===== config.mk =====
export PLATFORM = sky130hd
export DESIGN_NAME = dead_reckoning_pose_tracker
export DESIGN_NICKNAME = d
export VERILOG_FILES = /design/src/rtl/drpt_pkg.sv /design/src/rtl/drpt_ram.sv /design/src/rtl/drpt_head.sv /design/src/rtl/drpt_acc.sv /design/src/rtl/dead_reckoning_pose_tracker.sv
export VERILOG_INCLUDE_DIRS = /design/src /design/src/rtl
export SDC_FILE = /design/constraint.sdc
export NUM_CORES = 2
export LEC_CHECK = 0
export ABC_AREA = 1
export BUFFER_PORTS_ARGS = -buffer_cell sky130_fd_sc_hd__buf_4
export CAP_MARGIN = 25
export CORE_ASPECT_RATIO = 0.6
export CORE_MARGIN = 5
export CORE_UTILIZATION = 54
export DETAILED_ROUTE_END_ITERATION = 10
export HOLD_SLACK_MARGIN = 0.08
export PLACE_DENSITY = 0.71
export SYNTH_ARGS = -nofsm -noshare
export SYNTH_HDL_FRONTEND = slang
export SYNTH_SLANG_ARGS = --single-unit

===== constraint.sdc =====
create_clock -name clock -period 21.6 [get_ports clock]
set_input_delay 2.16 -clock clock [delete_from_list [all_inputs] [get_ports clock]]
set_output_delay 2.16 -clock clock [all_outputs]
set_load 0.1 [all_outputs]

===== src/rtl/dead_reckoning_pose_tracker_macros.svh =====
// Assertion macros shared by the pose tracker RTL.
// Depends on nothing; included by the files that carry checks.
`ifndef DEAD_RECKONING_POSE_TRACKER_MACROS_SVH
`define DEAD_RECKONING_POSE_TRACKER_MACROS_SVH

// Condition holds at every clock edge outside reset
`define DRPT_ASSERT_ALWAYS(lbl, clk, rst, cond, msg) \
   lbl: assert property (@(posedge clk) disable iff (rst) (cond)) else $error(msg);

// Antecedent implies consequent in the same cycle
`define DRPT_ASSERT_IMPLY(lbl, clk, rst, ante, cons, msg) \
   lbl: assert property (@(posedge clk) disable iff (rst) (ante) |-> (cons)) else $error(msg);

// Antecedent implies consequent in the next cycle
`define DRPT_ASSERT_NEXT(lbl, clk, rst, ante, cons, msg) \
   lbl: assert property (@(posedge clk) disable iff (rst) (ante) |=> (cons)) else $error(msg);

`endif


===== src/rtl/drpt_pkg.sv =====
// Shared types, constants, sine table and helpers for the pose tracker.
// Depends on nothing; imported by every module of the block but drpt_ram.
package drpt_pkg;

   // Default sizes
   localparam int POS_BITS_DEF  = 16;
   localparam int DIST_BITS_DEF = 12;
   localparam int SINE_FRAC_DEF = 15;

   // Fixed field widths
   localparam int FUNC_W  = 2;
   localparam int ANGLE_W = 9;
   localparam int QUAD_W  = 3;

   // Fraction bits of the stored sine table
   localparam int ROM_FRAC_BITS = 15;
   localparam int ROM_W         = 16;
   localparam int ROM_IDX_W     = 7;

   // Function codes
   localparam logic [FUNC_W-1:0] FUNC_MOVE     = 2'd0;
   localparam logic [FUNC_W-1:0] FUNC_TURN_CW  = 2'd1;
   localparam logic [FUNC_W-1:0] FUNC_TURN_CCW = 2'd2;

   // Quadrant codes
   localparam logic [QUAD_W-1:0] QUAD_1 = 3'd1;
   localparam logic [QUAD_W-1:0] QUAD_2 = 3'd2;
   localparam logic [QUAD_W-1:0] QUAD_3 = 3'd3;
   localparam logic [QUAD_W-1:0] QUAD_4 = 3'd4;

   // Angle constants in degrees
   localparam logic [ANGLE_W-1:0] RIGHT_ANGLE   = 9'd90;
   localparam logic [ANGLE_W-1:0] HALF_TURN     = 9'd180;
   localparam logic [ANGLE_W-1:0] THREE_QUARTER = 9'd270;
   localparam logic [ANGLE_W-1:0] FULL_TURN     = 9'd360;

   // Heading part of the pose, heading in the lowest bits
   typedef struct packed {
      logic [QUAD_W-1:0]  quadrant;
      logic [ANGLE_W-1:0] prev_heading;
      logic [ANGLE_W-1:0] heading;
   } head_type;

   // Per-item move control from the fold stage to the accumulator
   typedef struct packed {
      logic move;
      logic neg_x;
      logic neg_y;
   } step_type;

   // Heading of an item in flight, for forwarding
   typedef struct packed {
      logic     valid;
      head_type head;
   } fwd_type;

   // round(sin(k deg) * 2^15), k = 0..90
   localparam logic [ROM_W-1:0] SINE_Q15 [0:90] = '{
      16'd0,     16'd572,   16'd1144,  16'd1715,  16'd2286,  16'd2856,  16'd3425,
      16'd3993,  16'd4560,  16'd5126,  16'd5690,  16'd6252,  16'd6813,  16'd7371,
      16'd7927,  16'd8481,  16'd9032,  16'd9580,  16'd10126, 16'd10668, 16'd11207,
      16'd11743, 16'd12275, 16'd12803, 16'd13328, 16'd13848, 16'd14365, 16'd14876,
      16'd15384, 16'd15886, 16'd16384, 16'd16877, 16'd17364, 16'd17847, 16'd18324,
      16'd18795, 16'd19261, 16'd19720, 16'd20174, 16'd20622, 16'd21063, 16'd21498,
      16'd21926, 16'd22348, 16'd22763, 16'd23170, 16'd23571, 16'd23965, 16'd24351,
      16'd24730, 16'd25102, 16'd25466, 16'd25822, 16'd26170, 16'd26510, 16'd26842,
      16'd27166, 16'd27482, 16'd27789, 16'd28088, 16'd28378, 16'd28660, 16'd28932,
      16'd29197, 16'd29452, 16'd29698, 16'd29935, 16'd30163, 16'd30382, 16'd30592,
      16'd30792, 16'd30983, 16'd31164, 16'd31336, 16'd31499, 16'd31651, 16'd31795,
      16'd31928, 16'd32052, 16'd32166, 16'd32270, 16'd32365, 16'd32449, 16'd32524,
      16'd32588, 16'd32643, 16'd32688, 16'd32723, 16'd32748, 16'd32763, 16'd32768
   };

   // Table read, indexes past 90 deg clamp to the last entry
   function automatic logic [ROM_W-1:0] sine_q15(input logic [ROM_IDX_W-1:0] idx);
      logic [ROM_W-1:0] val;
      if (idx > ROM_IDX_W'(RIGHT_ANGLE)) val = SINE_Q15[90];
      else                               val = SINE_Q15[idx];
      return val;
   endfunction

   // Quadrant of a heading in 0..359
   function automatic logic [QUAD_W-1:0] quadrant_of(input logic [ANGLE_W-1:0] h);
      logic [QUAD_W-1:0] q;
      if (h <= RIGHT_ANGLE)        q = QUAD_1;
      else if (h <= HALF_TURN)     q = QUAD_2;
      else if (h <= THREE_QUARTER) q = QUAD_3;
      else                         q = QUAD_4;
      return q;
   endfunction

endpackage


===== src/rtl/drpt_ram.sv =====
// Generic single-write, single-read RAM with registered read data.
// Depends on nothing.
module drpt_ram #(
   parameter  int WIDTH  = 8,
   parameter  int DEPTH  = 1,
   localparam int ADDR_W = (DEPTH > 1) ? $clog2(DEPTH) : 1
) (
   input  logic              clock,
   input  logic              wr_en,
   input  logic [ADDR_W-1:0] wr_addr,
   input  logic [WIDTH-1:0]  wr_data,
   input  logic              rd_en,
   input  logic [ADDR_W-1:0] rd_addr,
   output logic [WIDTH-1:0]  rd_data
);

   logic [WIDTH-1:0] mem_ff [DEPTH];
   logic [WIDTH-1:0] rd_data_ff;

   // Write port
   always_ff @(posedge clock) begin
      if (wr_en) mem_ff[wr_addr] <= wr_data;
   end

   // Read port, old data on a same-edge write
   always_ff @(posedge clock) begin
      if (rd_en) rd_data_ff <= mem_ff[rd_addr];
   end

   assign rd_data = rd_data_ff;

endmodule


===== src/rtl/drpt_head.sv =====
// Heading stage: turn update, quadrant fold and sine/cosine table lookup.
// Depends on drpt_pkg.
module drpt_head #(
   parameter  int SINE_FRAC_BITS = drpt_pkg::SINE_FRAC_DEF,
   localparam int SIN_W          = SINE_FRAC_BITS + 1
) (
   input  logic [drpt_pkg::FUNC_W-1:0]  func,
   input  logic [drpt_pkg::ANGLE_W-1:0] turn,
   input  drpt_pkg::head_type           cur,
   output drpt_pkg::head_type           nxt,
   output logic [SIN_W-1:0]             sin_a,
   output logic [SIN_W-1:0]             cos_a,
   output drpt_pkg::step_type           step
);
   import drpt_pkg::*;

   localparam int SINE_DN  = (SINE_FRAC_BITS < ROM_FRAC_BITS) ?
                             ROM_FRAC_BITS - SINE_FRAC_BITS : 0;
   localparam int SINE_UP  = (SINE_FRAC_BITS > ROM_FRAC_BITS) ?
                             SINE_FRAC_BITS - ROM_FRAC_BITS : 0;
   localparam int SINE_RND = (1 << SINE_DN) >> 1;

   // Rescale a table entry to the working fraction width
   function automatic logic [SIN_W-1:0] scale_sine(input logic [ROM_W-1:0] t);
      logic [ROM_W+1:0] v;
      v = (({2'b00, t} + (ROM_W+2)'(SINE_RND)) >> SINE_DN) << SINE_UP;
      return SIN_W'(v);
   endfunction

   logic [ANGLE_W-1:0]   ang;
   logic [ROM_IDX_W-1:0] a_idx;
   logic [ROM_IDX_W-1:0] c_idx;
   logic                 neg_x;
   logic                 neg_y;
   logic [ANGLE_W:0]     cw_diff;
   logic [ANGLE_W:0]     ccw_sum;
   logic [ANGLE_W-1:0]   new_heading;

   // Fold heading into a first-quadrant angle
   always_comb begin
      neg_x = 1'b0;
      neg_y = 1'b0;
      case (cur.quadrant)
         QUAD_1: begin
            ang = cur.heading;
         end
         QUAD_2: begin
            ang   = HALF_TURN - cur.heading;
            neg_x = 1'b1;
         end
         QUAD_3: begin
            ang   = cur.heading - HALF_TURN;
            neg_x = 1'b1;
            neg_y = 1'b1;
         end
         default: begin
            ang   = FULL_TURN - cur.heading;
            neg_y = 1'b1;
         end
      endcase
      a_idx = (ang > RIGHT_ANGLE) ? ROM_IDX_W'(RIGHT_ANGLE) : ang[ROM_IDX_W-1:0];
      c_idx = ROM_IDX_W'(RIGHT_ANGLE) - a_idx;
   end

   assign sin_a = scale_sine(sine_q15(a_idx));
   assign cos_a = scale_sine(sine_q15(c_idx));

   assign step.move  = (func == FUNC_MOVE);
   assign step.neg_x = neg_x;
   assign step.neg_y = neg_y;

   // Turn update with a single wrap into 0..359
   assign cw_diff = {1'b0, cur.heading} - {1'b0, turn};
   assign ccw_sum = {1'b0, cur.heading} + {1'b0, turn};

   always_comb begin
      nxt         = cur;
      new_heading = cur.heading;
      case (func)
         FUNC_TURN_CW: begin
            new_heading = cw_diff[ANGLE_W] ?
                          ANGLE_W'(cw_diff + (ANGLE_W+1)'(FULL_TURN)) :
                          cw_diff[ANGLE_W-1:0];
            nxt.prev_heading = cur.heading;
            nxt.heading      = new_heading;
            nxt.quadrant     = quadrant_of(new_heading);
         end
         FUNC_TURN_CCW: begin
            new_heading = (ccw_sum >= (ANGLE_W+1)'(FULL_TURN)) ?
                          ANGLE_W'(ccw_sum - (ANGLE_W+1)'(FULL_TURN)) :
                          ccw_sum[ANGLE_W-1:0];
            nxt.prev_heading = cur.heading;
            nxt.heading      = new_heading;
            nxt.quadrant     = quadrant_of(new_heading);
         end
         default: begin
            nxt = cur;
         end
      endcase
   end

endmodule


===== src/rtl/drpt_acc.sv =====
// Multiply stage and position accumulator with rounding and saturation.
// Depends on drpt_pkg.
module drpt_acc #(
   parameter  int POS_BITS       = drpt_pkg::POS_BITS_DEF,
   parameter  int DIST_BITS      = drpt_pkg::DIST_BITS_DEF,
   parameter  int SINE_FRAC_BITS = drpt_pkg::SINE_FRAC_DEF,
   localparam int SIN_W          = SINE_FRAC_BITS + 1
) (
   input  logic                       clock,
   input  logic                       reset,
   input  logic                       in_valid,
   output logic                       in_ready,
   input  logic signed [DIST_BITS-1:0] in_dist,
   input  logic [SIN_W-1:0]           in_sin,
   input  logic [SIN_W-1:0]           in_cos,
   input  drpt_pkg::step_type         in_step,
   input  drpt_pkg::head_type         in_head,
   input  logic                       in_stale,
   input  logic signed [POS_BITS-1:0] in_mem_x,
   input  logic signed [POS_BITS-1:0] in_mem_y,
   input  logic signed [POS_BITS-1:0] wb_x,
   input  logic signed [POS_BITS-1:0] wb_y,
   input  logic                       out_ready,
   output drpt_pkg::fwd_type          fwd,
   output logic                       wr_en,
   output logic signed [POS_BITS-1:0] wr_x,
   output logic signed [POS_BITS-1:0] wr_y,
   output drpt_pkg::head_type         wr_head
);
   import drpt_pkg::*;

   localparam int PROD_W  = DIST_BITS + SIN_W + 1;
   localparam int DELTA_W = PROD_W + 1 - SINE_FRAC_BITS;
   localparam int SUM_W   = ((POS_BITS > DELTA_W) ? POS_BITS : DELTA_W) + 2;
   localparam logic [PROD_W:0] HALF = (PROD_W+1)'(1) << (SINE_FRAC_BITS - 1);

   // Round half away from zero, add or subtract, saturate
   function automatic logic signed [POS_BITS-1:0] step_pos(
      input logic signed [POS_BITS-1:0] base,
      input logic signed [PROD_W-1:0]   prod,
      input logic                       neg,
      input logic                       move
   );
      logic [PROD_W:0]           mag;
      logic [DELTA_W-1:0]        rmag;
      logic                      sub;
      logic signed [SUM_W-1:0]   delta;
      logic signed [SUM_W-1:0]   sum;
      logic signed [POS_BITS-1:0] res;
      mag   = {1'b0, (prod[PROD_W-1] ? -prod : prod)};
      rmag  = DELTA_W'((mag + HALF) >> SINE_FRAC_BITS);
      sub   = prod[PROD_W-1] ^ neg;
      delta = sub ? -$signed(SUM_W'(rmag)) : $signed(SUM_W'(rmag));
      sum   = SUM_W'(base) + delta;
      if (!move)
         res = base;
      else if ((sum[SUM_W-1:POS_BITS-1] == '0) || (sum[SUM_W-1:POS_BITS-1] == '1))
         res = sum[POS_BITS-1:0];
      else if (sum[SUM_W-1])
         res = {1'b1, {(POS_BITS-1){1'b0}}};
      else
         res = {1'b0, {(POS_BITS-1){1'b1}}};
      return res;
   endfunction

   logic                       valid_ff, valid_in;
   logic signed [PROD_W-1:0]   prod_x_ff, prod_x_in;
   logic signed [PROD_W-1:0]   prod_y_ff, prod_y_in;
   step_type                   step_ff, step_in;
   head_type                   head_ff, head_in;
   logic                       stale_ff, stale_in;
   logic signed [POS_BITS-1:0] mem_x_ff, mem_x_in;
   logic signed [POS_BITS-1:0] mem_y_ff, mem_y_in;
   logic                       load;
   logic signed [PROD_W-1:0]   dist_ext;
   logic signed [PROD_W-1:0]   sin_ext;
   logic signed [PROD_W-1:0]   cos_ext;
   logic signed [POS_BITS-1:0] base_x;
   logic signed [POS_BITS-1:0] base_y;

   // Stage handshake
   assign in_ready = !valid_ff || out_ready;
   assign load     = in_valid && in_ready;
   assign wr_en    = valid_ff && out_ready;
   assign valid_in = load ? 1'b1 : (wr_en ? 1'b0 : valid_ff);

   // Signed distance times unsigned sine
   assign dist_ext  = PROD_W'(in_dist);
   assign sin_ext   = $signed(PROD_W'(in_sin));
   assign cos_ext   = $signed(PROD_W'(in_cos));
   assign prod_x_in = load ? PROD_W'(dist_ext * cos_ext) : prod_x_ff;
   assign prod_y_in = load ? PROD_W'(dist_ext * sin_ext) : prod_y_ff;
   assign step_in   = load ? in_step  : step_ff;
   assign head_in   = load ? in_head  : head_ff;
   assign stale_in  = load ? in_stale : stale_ff;
   assign mem_x_in  = load ? in_mem_x : mem_x_ff;
   assign mem_y_in  = load ? in_mem_y : mem_y_ff;

   always_ff @(posedge clock) begin
      if (reset) valid_ff <= 1'b0;
      else       valid_ff <= valid_in;
   end

   always_ff @(posedge clock) begin
      prod_x_ff <= prod_x_in;
      prod_y_ff <= prod_y_in;
      step_ff   <= step_in;
      head_ff   <= head_in;
      stale_ff  <= stale_in;
      mem_x_ff  <= mem_x_in;
      mem_y_ff  <= mem_y_in;
   end

   // Position base: last write-back when the memory read went stale
   assign base_x = stale_ff ? wb_x : mem_x_ff;
   assign base_y = stale_ff ? wb_y : mem_y_ff;

   assign wr_x    = step_pos(base_x, prod_x_ff, step_ff.neg_x, step_ff.move);
   assign wr_y    = step_pos(base_y, prod_y_ff, step_ff.neg_y, step_ff.move);
   assign wr_head = head_ff;

   assign fwd.valid = valid_ff;
   assign fwd.head  = head_ff;

endmodule


===== src/rtl/dead_reckoning_pose_tracker.sv =====
// Top level of the planar pose tracker: input stage, pose memory, output register.
// Depends on drpt_pkg, drpt_ram, drpt_head, drpt_acc and the assertion macros.
//
//   channel | direction | tdata (low bit up)                                | tuser
//   req_    | in        | distance_mm, turn_degrees                         | func
//   rsp_    | out       | pos_x, pos_y, heading, prev_heading, quadrant     | -
//
// From an input transfer to the result register, the input stage registers the
// command and pose memory read, the multiply stage the heading update, sine lookup
// and multiply, and the result register the rounding, position add and saturation.
// One item per cycle is sustained while the result side is ready; position add,
// heading update and pose write-back keep up by forwarding from items in flight.
// Synchronous reset clears the pose to origin, heading 0, quadrant 1; no clear pass.
// A stalled result holds the pipeline; the two stages still fill behind it.
`include "dead_reckoning_pose_tracker_macros.svh"

module dead_reckoning_pose_tracker #(
   parameter  int POS_BITS       = drpt_pkg::POS_BITS_DEF,
   parameter  int DIST_BITS      = drpt_pkg::DIST_BITS_DEF,
   parameter  int SINE_FRAC_BITS = drpt_pkg::SINE_FRAC_DEF,
   localparam int REQ_DATA_W     = ((DIST_BITS + drpt_pkg::ANGLE_W + 7) / 8) * 8,
   localparam int RSP_DATA_W     = ((2 * POS_BITS + 2 * drpt_pkg::ANGLE_W
                                     + drpt_pkg::QUAD_W + 7) / 8) * 8
) (
   input  logic                         clock,
   input  logic                         reset,
   input  logic                         req_tvalid,
   output logic                         req_tready,
   input  logic [REQ_DATA_W-1:0]        req_tdata,  // distance_mm, turn_degrees
   input  logic [drpt_pkg::FUNC_W-1:0]  req_tuser,  // func
   output logic                         rsp_tvalid,
   input  logic                         rsp_tready,
   output logic [RSP_DATA_W-1:0]        rsp_tdata   // pos_x, pos_y, heading,
                                                    // prev_heading, quadrant
);
   import drpt_pkg::*;

   localparam int SIN_W   = SINE_FRAC_BITS + 1;
   localparam int STATE_W = 2 * POS_BITS + $bits(head_type);
   localparam int MEM_DEPTH = 1;
   localparam int MEM_AW    = (MEM_DEPTH > 1) ? $clog2(MEM_DEPTH) : 1;

   logic                       req_xfer;
   logic [ANGLE_W-1:0]         turn_raw;
   logic [ANGLE_W-1:0]         turn_red;

   // Input stage
   logic                       b_valid_ff, b_valid_in;
   logic [FUNC_W-1:0]          b_func_ff, b_func_in;
   logic signed [DIST_BITS-1:0] b_dist_ff, b_dist_in;
   logic [ANGLE_W-1:0]         b_turn_ff, b_turn_in;
   logic                       b_stale_ff, b_stale_in;
   logic                       b_adv;

   // Pose memory and write-back copy
   logic                       mem_init_ff, mem_init_in;
   logic [STATE_W-1:0]         rd_data;
   logic signed [POS_BITS-1:0] rd_x;
   logic signed [POS_BITS-1:0] rd_y;
   head_type                   rd_head;
   logic signed [POS_BITS-1:0] wb_x_ff, wb_x_in;
   logic signed [POS_BITS-1:0] wb_y_ff, wb_y_in;
   head_type                   wb_head_ff, wb_head_in;

   // Result register
   logic                       rsp_valid_ff, rsp_valid_in;
   logic                       out_ready;

   // Between stages
   head_type                   cur_head;
   head_type                   nxt_head;
   logic [SIN_W-1:0]           sin_a;
   logic [SIN_W-1:0]           cos_a;
   step_type                   step;
   logic                       m_ready;
   fwd_type                    m_fwd;
   logic                       wr_en;
   logic signed [POS_BITS-1:0] wr_x;
   logic signed [POS_BITS-1:0] wr_y;
   head_type                   wr_head;

   // Input transfer and turn pre-reduction
   assign req_xfer   = req_tvalid && req_tready;
   assign req_tready = !b_valid_ff || m_ready;
   assign b_adv      = b_valid_ff && m_ready;
   assign turn_raw   = req_tdata[DIST_BITS +: ANGLE_W];
   assign turn_red   = (turn_raw >= FULL_TURN) ? turn_raw - FULL_TURN : turn_raw;

   // Read is stale if anything older is in flight or memory is unwritten
   assign b_valid_in = req_xfer ? 1'b1 : (b_adv ? 1'b0 : b_valid_ff);
   assign b_func_in  = req_xfer ? req_tuser : b_func_ff;
   assign b_dist_in  = req_xfer ? $signed(req_tdata[DIST_BITS-1:0]) : b_dist_ff;
   assign b_turn_in  = req_xfer ? turn_red : b_turn_ff;
   assign b_stale_in = req_xfer ? (b_valid_ff || m_fwd.valid || !mem_init_ff) : b_stale_ff;

   always_ff @(posedge clock) begin
      if (reset) b_valid_ff <= 1'b0;
      else       b_valid_ff <= b_valid_in;
   end

   always_ff @(posedge clock) begin
      b_func_ff  <= b_func_in;
      b_dist_ff  <= b_dist_in;
      b_turn_ff  <= b_turn_in;
      b_stale_ff <= b_stale_in;
   end

   // Pose memory: read on transfer, written by the accumulator
   drpt_ram #(
      .WIDTH (STATE_W),
      .DEPTH (MEM_DEPTH)
   ) u_pose_mem (
      .clock   (clock),
      .wr_en   (wr_en),
      .wr_addr (MEM_AW'(0)),
      .wr_data ({wr_head, wr_y, wr_x}),
      .rd_en   (req_xfer),
      .rd_addr (MEM_AW'(0)),
      .rd_data (rd_data)
   );

   assign rd_x    = rd_data[POS_BITS-1:0];
   assign rd_y    = rd_data[2*POS_BITS-1:POS_BITS];
   assign rd_head = head_type'(rd_data[STATE_W-1:2*POS_BITS]);

   // Heading source: item in multiply stage, else last write, else memory
   assign cur_head = m_fwd.valid ? m_fwd.head : (b_stale_ff ? wb_head_ff : rd_head);

   drpt_head #(
      .SINE_FRAC_BITS (SINE_FRAC_BITS)
   ) u_head (
      .func  (b_func_ff),
      .turn  (b_turn_ff),
      .cur   (cur_head),
      .nxt   (nxt_head),
      .sin_a (sin_a),
      .cos_a (cos_a),
      .step  (step)
   );

   drpt_acc #(
      .POS_BITS       (POS_BITS),
      .DIST_BITS      (DIST_BITS),
      .SINE_FRAC_BITS (SINE_FRAC_BITS)
   ) u_acc (
      .clock     (clock),
      .reset     (reset),
      .in_valid  (b_valid_ff),
      .in_ready  (m_ready),
      .in_dist   (b_dist_ff),
      .in_sin    (sin_a),
      .in_cos    (cos_a),
      .in_step   (step),
      .in_head   (nxt_head),
      .in_stale  (b_stale_ff),
      .in_mem_x  (rd_x),
      .in_mem_y  (rd_y),
      .wb_x      (wb_x_ff),
      .wb_y      (wb_y_ff),
      .out_ready (out_ready),
      .fwd       (m_fwd),
      .wr_en     (wr_en),
      .wr_x      (wr_x),
      .wr_y      (wr_y),
      .wr_head   (wr_head)
   );

   // Write-back copy doubles as the result payload
   assign mem_init_in  = mem_init_ff || wr_en;
   assign wb_x_in      = wr_en ? wr_x : wb_x_ff;
   assign wb_y_in      = wr_en ? wr_y : wb_y_ff;
   assign wb_head_in   = wr_en ? wr_head : wb_head_ff;
   assign out_ready    = !rsp_valid_ff || rsp_tready;
   assign rsp_valid_in = wr_en ? 1'b1 : (rsp_tready ? 1'b0 : rsp_valid_ff);

   always_ff @(posedge clock) begin
      if (reset) begin
         mem_init_ff  <= 1'b0;
         rsp_valid_ff <= 1'b0;
         wb_x_ff      <= '0;
         wb_y_ff      <= '0;
         wb_head_ff   <= '{quadrant: QUAD_1, prev_heading: '0, heading: '0};
      end else begin
         mem_init_ff  <= mem_init_in;
         rsp_valid_ff <= rsp_valid_in;
         wb_x_ff      <= wb_x_in;
         wb_y_ff      <= wb_y_in;
         wb_head_ff   <= wb_head_in;
      end
   end

   assign rsp_tvalid = rsp_valid_ff;
   assign rsp_tdata  = RSP_DATA_W'({wb_head_ff, wb_y_ff, wb_x_ff});

   // Checks
   `DRPT_ASSERT_ALWAYS(a_head_range, clock, reset, wb_head_ff.heading < FULL_TURN,
      "heading out of range")
   `DRPT_ASSERT_ALWAYS(a_quad_match, clock, reset,
      wb_head_ff.quadrant == quadrant_of(wb_head_ff.heading),
      "quadrant does not match heading")
   `DRPT_ASSERT_NEXT(a_rsp_after_wr, clock, reset, wr_en, rsp_valid_ff,
      "write-back without result")
   `DRPT_ASSERT_IMPLY(a_b_stall, clock, reset, b_valid_ff && !b_adv,
      m_fwd.valid && !wr_en, "input stage stalled with free multiply stage")

endmodule


==> results by group <==
GRT
  • Busiest layer in global routing: met1
  • Global Route met1 Usage: 44.2%
  • Grt met3 use: 9.22%
  • GRT Overall Usage: 27.6%
  • First-pass GRT wire length: 148 mm
  • Initial antenna violation count: 0
  • Largest net degree at the start of global routing: 94
  • Vias in the first global route: 26667
  • Gr ovfl total: 0
  • M2 GR Usage: 36.7%

Floorplan
  • Core Area: 0.0607 sq mm
  • Die Y: 201 um
  • Die ar.: 0.0663 sq mm
  • Die Width: 329 um
  • Rows: 70
  • I/O pins: 88
  • Initial Utilization: 54.4%

Clocking
  • Clock transition at path regs: 0.06 ns
  • Post_cts resized: 0
  • CTS max path bufs: 3
  • CTS hold repair buffers: 0
  • Post-CTS Setup Bufs: 0
  • CTS tree: yes
  • Total CTS buffers: 31
  • # H-tree levels: 1
  • Worst-skew pair later-pin latency: 0.60 ns
  • CTS sink cnt: 302
  • CTS root buf: clkbuf_16

Synth
  • Syn_area_per_cell: 7.74 sq um
  • Most common cell in the netlist: nand2_1
  • Synth top area share: 22.3%
  • #FFs+latches synth: 302
  • Number of flops mapped to enable cells by yosys: 245
  • Post-Syn Area: 0.0330 sq mm
  • Asr flop ratio synth: 0%
  • Synth unique cells: 58
  • Ys flop type: edfxtp_1
  • Synth Warn #: 0
  • Post-synth top cells: nand2_1, inv_1, nor2_1, nand3_1, fa_1
  • Post-synth top area cell: edfxtp_1
  • Post-Syn Instances: 4263
  • Most area-consuming cells after synthesis: edfxtp_1, fa_1, nand2_1, ha_1, inv_1
  • Sequential share of the synthesized area: 25.8%

Critical path
  • Most common cell on crit path: inv_1
  • Slowest stage delay, CP: 0.90 ns
  • CP Data Arrival Time: 12.96 ns
  • Buf/Inv on CP: 10
  • Cell family with most CP delay: adder cells
  • Critical path type: reg -> reg
  • Crit path launch: b_stale_ff
  • Crit end category: flop
  • Crit path required time: 21.94 ns
  • Crit-path max FO: 23
  • Slowest cell on crit path: edfxtp_1
  • R2r startpoint: b_stale_ff
  • Startpoint types: flop
  • R2R cell count: 49
  • FF-to-FF setup slack: 8.98 ns
  • R2R Path End: u_acc.prod_y_ff[28]

Hold path
  • Hold Path End: u_acc.mem_x_ff[13]
  • HP Class: reg -> reg
  • Hold Crit Depth: 0
  • Min-delay src: u_pose_mem.rd_data[13]

Timing
  • Tmin final: 12.62 ns
  • Setup TNS: 0 ns
  • Fin crit share: 58.4%
  • RSZ-0062 raised after global routing: no
  • Setup slack after layout: 8.98 ns
  • Max_slew headroom: 34.0%
  • Endpoints failing setup: 0
  • Peak Freq: 0.0792 GHz
  • Clock skew: 0.0252 ns
  • Final Hold Viols: 0
  • Slew Viols, Final: 0
  • Slew @ Worst Pin: 0.984 ns

Cells and area
  • Fraction of layout cells with a size suffix above 1: 5.96%
  • Number of nets in the layout: 4837
  • Diodes inserted: 0
  • Post-Route Utilization: 58.1%
  • P&R area growth vs syn: 6.90%

Placement
  • IO buf count: 81
  • HPWL after DPL: 71.2 mm
  • Place WS: 9.30 ns
  • Final RePlAce weighted congestion: 0.989

Run
  • Max Cap Violations: 0

Routing
  • Drt pass-1 iters: 6
  • Via count: 28719
  • Post-DRT Antenna Nets: 0
  • Drc violations: 0
  • Wire length per cell: 18.1 um
  • Vias per cell: 5.61
  • 1st-iter DRT viols: 3242
  • Overall routed net length: 92.7 mm

Outcome
  • Run status: finished, final reports clean
==> cells in the final DEF, fill, tap and decap left out, types with 103 or more instances in the layout <==
cell type,instances
nand2_1,1088
edfxtp_1,245
nor2_1,407
buf_4,103
fa_1,286
inv_1,623
nand3_1,326
a21oi_1,222
ha_1,254
o21ai_0,183
==> metrics by stage <==
step | instance area, sq um | hold slack (ns) | instances
2_1_floorplan | 33000 | 0.400 | 4265
3_3_place_gp | 34200 | 0.400 | 5059
3_5_place_dp | 34200 | 0.405 | 5060
4_1_cts | 35200 | 0.419 | 5118
5_1_grt | 35300 | 0.421 | 5120
6_report | 35300 | 0.418 | 5120
==> how the worst max path moves through the flow <==
stage                                      to  slack (ns)  cells after the start
after floorplan           u_acc.prod_x_ff[27]       11.88                     52
after global placement    u_acc.prod_y_ff[28]        9.36                     49
after detailed placement  u_acc.prod_x_ff[27]        9.30                     56
after CTS                 u_acc.prod_x_ff[27]        9.22                     56
after global routing      u_acc.prod_y_ff[28]        8.15                     49
final                     u_acc.prod_y_ff[28]        8.98                     49
==> final cells by class <==
| class | instances | area (sq um) |
|---|---|---|
| clock buffers | 42 | 858 |
| clock inverters | 16 | 184 |
| fillers | 5577 | 25400 |
| inverters | 651 | 2460 |
| multi-input cells | 3176 | 21400 |
| flip-flops and latches | 302 | 8500 |
| well taps | 828 | 1040 |
| repair buffers | 105 | 821 |
==> cell families (layout without fill, tap and decap cells) <==
| group | after synthesis | count (layout) | synth area share [%] |
|---|---|---|---|
| compound gates | 517 | 517 | 8.81 |
| xor+xnor | 135 | 135 | 3.58 |
| fa+ha+maj | 540 | 540 | 27.0 |
| buf+inv | 787 | 814 | 9.38 |
| flops | 302 | 302 | 25.8 |
| mux | 1 | 1 | 0.0303 |
| other cells | 1 | 3 | 0.0114 |
| simple gates | 1980 | 1980 | 25.5 |
==> worst register-to-register path: cells and delay by family (launching register included) <==
kind	cells	cell delay (ns)
buffers and inverters	10	1.98
AOI/OAI and AO/OA	14	3.24
DFF	1	0.90
xor gates and xnor gates	1	0.12
and+or+nand+nor	16	2.68
adders and majority gates	8	3.45
==> metal layers <==
layer	wire length (um)	up-vias
met5	120	-
li1	-	13704
met2	35500	1379
met4	1310	2
met3	11600	113
met1	44200	13521
==> state kept, by name, summed over array words and instances (netlist names), 3 cells and up <==
name	cells
u_pose_mem.rd_data	53
u_acc.prod_x_ff	29
u_pose_mem.mem_ff	53
u_acc.step_ff	3
wb_x_ff	16
u_acc.fwd	21
b_turn_ff	9
u_acc.mem_y_ff	16
rsp_tdata	21
u_acc.prod_y_ff	29
wb_y_ff	16
b_dist_ff	12
u_acc.mem_x_ff	16
Power is left out: the tool's default activity adds up to more than one toggle a clock period on the data nets, which glitch-free logic cannot reach.
